### src/design/salc_pkg.sv
// Shared types and constants for the set-associative LRU cache unit.
package salc_pkg;
    localparam int MaxSetBits = 8;
    localparam int MaxWays    = 8;
    localparam int NumSets    = 1 << MaxSetBits;
    localparam int WayW       = $clog2(MaxWays);
    localparam int SetW       = MaxSetBits;
    localparam int RankRowW   = MaxWays * WayW;

    localparam logic [1:0] OpLoad   = 2'd0;
    localparam logic [1:0] OpStore  = 2'd1;
    localparam logic [1:0] OpModify = 2'd2;
    localparam logic [1:0] OpIfetch = 2'd3;

    localparam logic [1:0] CfgSetBits   = 2'd0;
    localparam logic [1:0] CfgBlockBits = 2'd1;
    localparam logic [1:0] CfgWaysUsed  = 2'd2;

    typedef struct packed {
        logic start;     // look up the request just latched
        logic update;    // write back the set and counters
        logic out_take;  // result register consumed
    } salc_cmd_t;

    typedef struct packed {
        logic clearing;  // reset sweep of the rank and valid memories in progress
    } salc_sts_t;
endpackage

### src/design/salc_ctrl.sv
// Controller: request handshake, lookup and update sequencing, result handshake.
module salc_ctrl (
    input  logic                clk,
    input  logic                rst_n,
    input  logic                s_axis_tvalid,
    output logic                s_axis_tready,
    input  logic [1:0]          opcode,
    output logic                m_axis_tvalid,
    input  logic                m_axis_tready,
    output logic                req_load,
    output salc_pkg::salc_cmd_t cmd,
    input  salc_pkg::salc_sts_t sts
);
    import salc_pkg::*;

    typedef enum logic [1:0] {S_IDLE, S_LOOK, S_UPD} state_t;
    state_t state_reg;
    logic   ovalid_reg;

    assign s_axis_tready = (state_reg == S_IDLE) && !sts.clearing;
    assign req_load      = s_axis_tready && s_axis_tvalid && opcode != OpIfetch;
    assign m_axis_tvalid = ovalid_reg;
    assign cmd.start     = (state_reg == S_LOOK);
    assign cmd.update    = (state_reg == S_UPD) && (!ovalid_reg || m_axis_tready);
    assign cmd.out_take  = ovalid_reg && m_axis_tready;

    always_ff @(posedge clk or negedge rst_n)
    begin
        if (!rst_n)
        begin
            state_reg  <= S_IDLE;
            ovalid_reg <= 1'b0;
        end
        else
        begin
            if (cmd.update)
                ovalid_reg <= 1'b1;
            else if (cmd.out_take)
                ovalid_reg <= 1'b0;
            case (state_reg)
                S_IDLE:  if (req_load) state_reg <= S_LOOK;
                S_LOOK:  state_reg <= S_UPD;
                S_UPD:   if (cmd.update) state_reg <= S_IDLE;
                default: state_reg <= S_IDLE;
            endcase
        end
    end
endmodule

### config.mk
export PLATFORM = sky130hd
export DESIGN_NAME = salc_ctrl
export DESIGN_NICKNAME = d
export VERILOG_FILES = /design/src/design/salc_pkg.sv /design/src/design/salc_ctrl.sv
export SDC_FILE = /design/constraint.sdc
export NUM_CORES = 1
export LEC_CHECK = 0
export BUFFER_PORTS_ARGS = -buffer_cell sky130_fd_sc_hd__buf_2
export CAP_MARGIN = 20
export CORE_AREA = 2 2 39 41
export DETAILED_ROUTE_END_ITERATION = 8
export DIE_AREA = 0 0 41 43
export HOLD_SLACK_MARGIN = 0.15
export PLACE_DENSITY = 0.4
export SYNTH_ARGS = -nofsm -noshare
export SYNTH_HDL_FRONTEND = slang
export SYNTH_SLANG_ARGS = --single-unit
### constraint.sdc
create_clock -name clk -period 2 [get_ports clk]
set_clock_uncertainty 0.1 [all_clocks]
set_input_delay 0.4 -clock clk [delete_from_list [all_inputs] [get_ports clk]]
set_output_delay 0.4 -clock clk [all_outputs]
set_load 0.03 [all_outputs]
==> results by group <==
Run status
  – Status: complete, no violations

Floorplanning
  – Placeable Area: 1380 um^2
  – Die width: ~41 um
  – Ports: 13
  – Initial Util: 0.104
  – Die Ht: 43 um
  – Num rows: 14
  – DIE AREA: 1760 um^2

STA
  – Setup TNS: 0 ns
  – Max-slew violations: 0
  – # setup viols final: 0
  – Fin. Hold Viols: 0
  – Minimum clock period: about 1.7 ns
  – Fin crit share: 0.851
  – FMAX: between 500 and 600 MHz
  – RSZ-0062 raised after global routing: false
  – Slew HR: 0.875
  – Slew @ Worst Pin: about 0.19 ns

Worst setup path
  – CP startpoint kind: flop
  – Largest fanout on the critical path: 3
  – Crit. End Element: output port
  – Worst r2r src: state_reg[0]$_DFFE_PN0P_
  – Worst-path cell chain: nor3_2 > and3_1 > buf_2
  – R2r setup slk: approximately 1.1 ns
  – CP top delay family: simple AND/OR/NAND/NOR gates
  – Worst endpoint data arrival time: 1.20 ns
  – Worst EP required: 1.50 ns
  – WS Path Type: reg -> out
  – Worst Setup SP: state_reg[0]$_DFFE_PN0P_
  – CP max stage cell: dfrtp_1
  – Crit path largest cell delay: 0.38 ns
  – Crit path buf inv count: 1

Global route
  – Initial antenna violation count: 0
  – Vias in the first global route: 150
  – Total grt overflow: 0
  – Total GRT Usage: 0.0523
  – Maximum number of pins on one net before global-route repair: 4
  – Global-route wire length before repair: between 500 and 600 um

Finish
  – Cell area after layout: between 200 and 300 um^2
  – Antenna Cells: 0
  – P&R area growth vs syn: 80.9%
  – Ratio of cells with drive above 1 in the final layout: 0.516
  – Fin nets: 39
  – Non-filler cells, final: 47
  – Flip-flop count of the largest register after layout: 2

Synthesis
  – Area share of fa/ha/maj cells after synthesis: 0
  – Sequential area share after synthesis: 0.522
  – Top cell type's share of synthesized area: 0.522
  – Synth Area in Compound Gates: 0.0522
  – Synth Cell Area: 144 um^2
  – Xor/xnor share of the synthesized area: 0
  – Largest family of logic cells by synthesized area: simple AND/OR/NAND/NOR gates
  – Average size of a mapped cell: a little over 10 um^2
  – Synth area leader: dfrtp_1
  – Simple-gate portion of the synthesized area: 0.426
  – Leading cell types by total area after synthesis: dfrtp_1, and3_1, nand2b_1
  – Synth Warn #: 0
  – Mux share of post-synthesis cell area: 0
  – Syn nets: 21
  – Syn Inst Count: 14
  – Yosys reg bits: 3
  – Post-synthesis cell type count: 8

CTS
  – CTS Root Cell: clkbuf_4
  – H-tree depth: 1
  – Number of buffers created by CTS: 3
  – Post-CTS Setup Bufs: 0
  – Largest buffer count on any clock path: 2
  – Clk_lat worst skew: 0.23 ns
  – Clock sink count: 3
  – TritonCTS clock tree: built
  – Worst-path clk slew: 0.04 ns

Route
  – Detailed Route Iter0 Violations: 1
  – DR pass1 iterations: 2
  – Final ANT Viol Nets: 0
  – Vias per cell: ~3.4
  – Routed WL per cell: between 7 and 8 um
  – Routed WL: between 300 and 400 um
  – Vias: 160
  – DRC viols: 0

Placement
  – Hpwl dp: 276 um
  – Placed cell count: 42
  – IO buf count: 12
  – Placed cell areas: 224 um^2
  – Final Wtd Congestion: approximately 0.58

Power and ir drop
  – Final total power: roughly 230 uW
  – VDD IR max: about 160 uV
  – Pleak: between 0.0001 and 0.00015 uW
  – PwrDens: roughly 870 nW/um^2

Min path
  – Worst hold-check path type: in -> reg
  – Hold Crit Start: s_axis_tvalid

Job
  – Max Cap Viol: 0
==> cells in the final DEF, fill, tap and decap left out <==
master | synthesis | final
clkbuf_4 | 0 | 3
nor3_2 | 1 | 1
nand2b_1 | 2 | 2
nor2b_1 | 2 | 2
dlygate4sd3_1 | 0 | 1
clkbuf_1 | 0 | 1
buf_2 | 0 | 12
dfrtp_1 | 3 | 3
and2_1 | 1 | 1
nand2_1 | 2 | 2
o21bai_1 | 1 | 1
and3_1 | 2 | 2
==> repair_timing <==
| item | in CTS | in global routing |
|---|---|---|
| hold buffers | 1 | 0 |
| resized for setup | 0 | 0 |
| hold endpoints to repair | 3 | 0 |
==> metal layers <==
metal  vias up  share of wire  global-route usage
met5         -              0                   0
met4         0              0              0.0600
met3         0           0.17              0.0524
met2        13           0.32              0.0469
met1        66           0.50              0.0581
li1         81              -                   -
==> logic make-up (layout without fill, tap and decap cells) <==
logic type,Yosys count,after routing
simple gates,10,10
compound gates,1,1
flops,3,3
buf+inv,0,17
==> synthesized netlist by cell type <==
cell,number
dfrtp_1,3
nand2_1,2
nor2b_1,2
nand2b_1,2
nor3_2,1
and3_1,2
and2_1,1
o21bai_1,1
==> where the power goes <==
part / switching (uW) / total (uW) / leakage, uW / internal (uW)
logic: 34.1 / 53.4 / 0.0000947 / 19.4
registers: 3.62 / 70.1 / 0.0000399 / 66.5
clock network: 28.9 / 103 / 0.0000150 / 74.6
==> area by class of cell <==
class,count,area [um^2]
timing repair buffer,13,70.1
fill,159,1120
sequential,3,75.1
tap,16,20.0
multi-input combinational,11,68.8
clock buffer,4,26.3
==> metrics by stage <==
| stage | util | setup WS, ns | hold WS (ns) |
|---|---|---|---|
| after global routing | 0.188 | 0.209 | 0.325 |
| after CTS | 0.188 | 0.277 | 0.307 |
| final | 0.188 | 0.298 | 0.313 |
| after detailed placement | 0.162 | 0.490 | 0.0998 |
| after global placement | 0.162 | 0.478 | 0.101 |
| after floorplan | - | 0.206 | 0.00441 |
==> worst paths after layout <==
kind	cells past startpoint	end
setup reg to reg	2	state_reg[0]$_DFFE_PN0P_
min in group asynchronous	2	m_axis_tvalid$_DFFE_PN0P_
hold / removal	2	state_reg[0]$_DFFE_PN0P_
max in group asynchronous	2	state_reg[1]$_DFFE_PN0P_
hold reg to reg	2	m_axis_tvalid$_DFFE_PN0P_
setup / recovery	3	req_load
No activity file was read; power rests on OpenSTA's default activity.
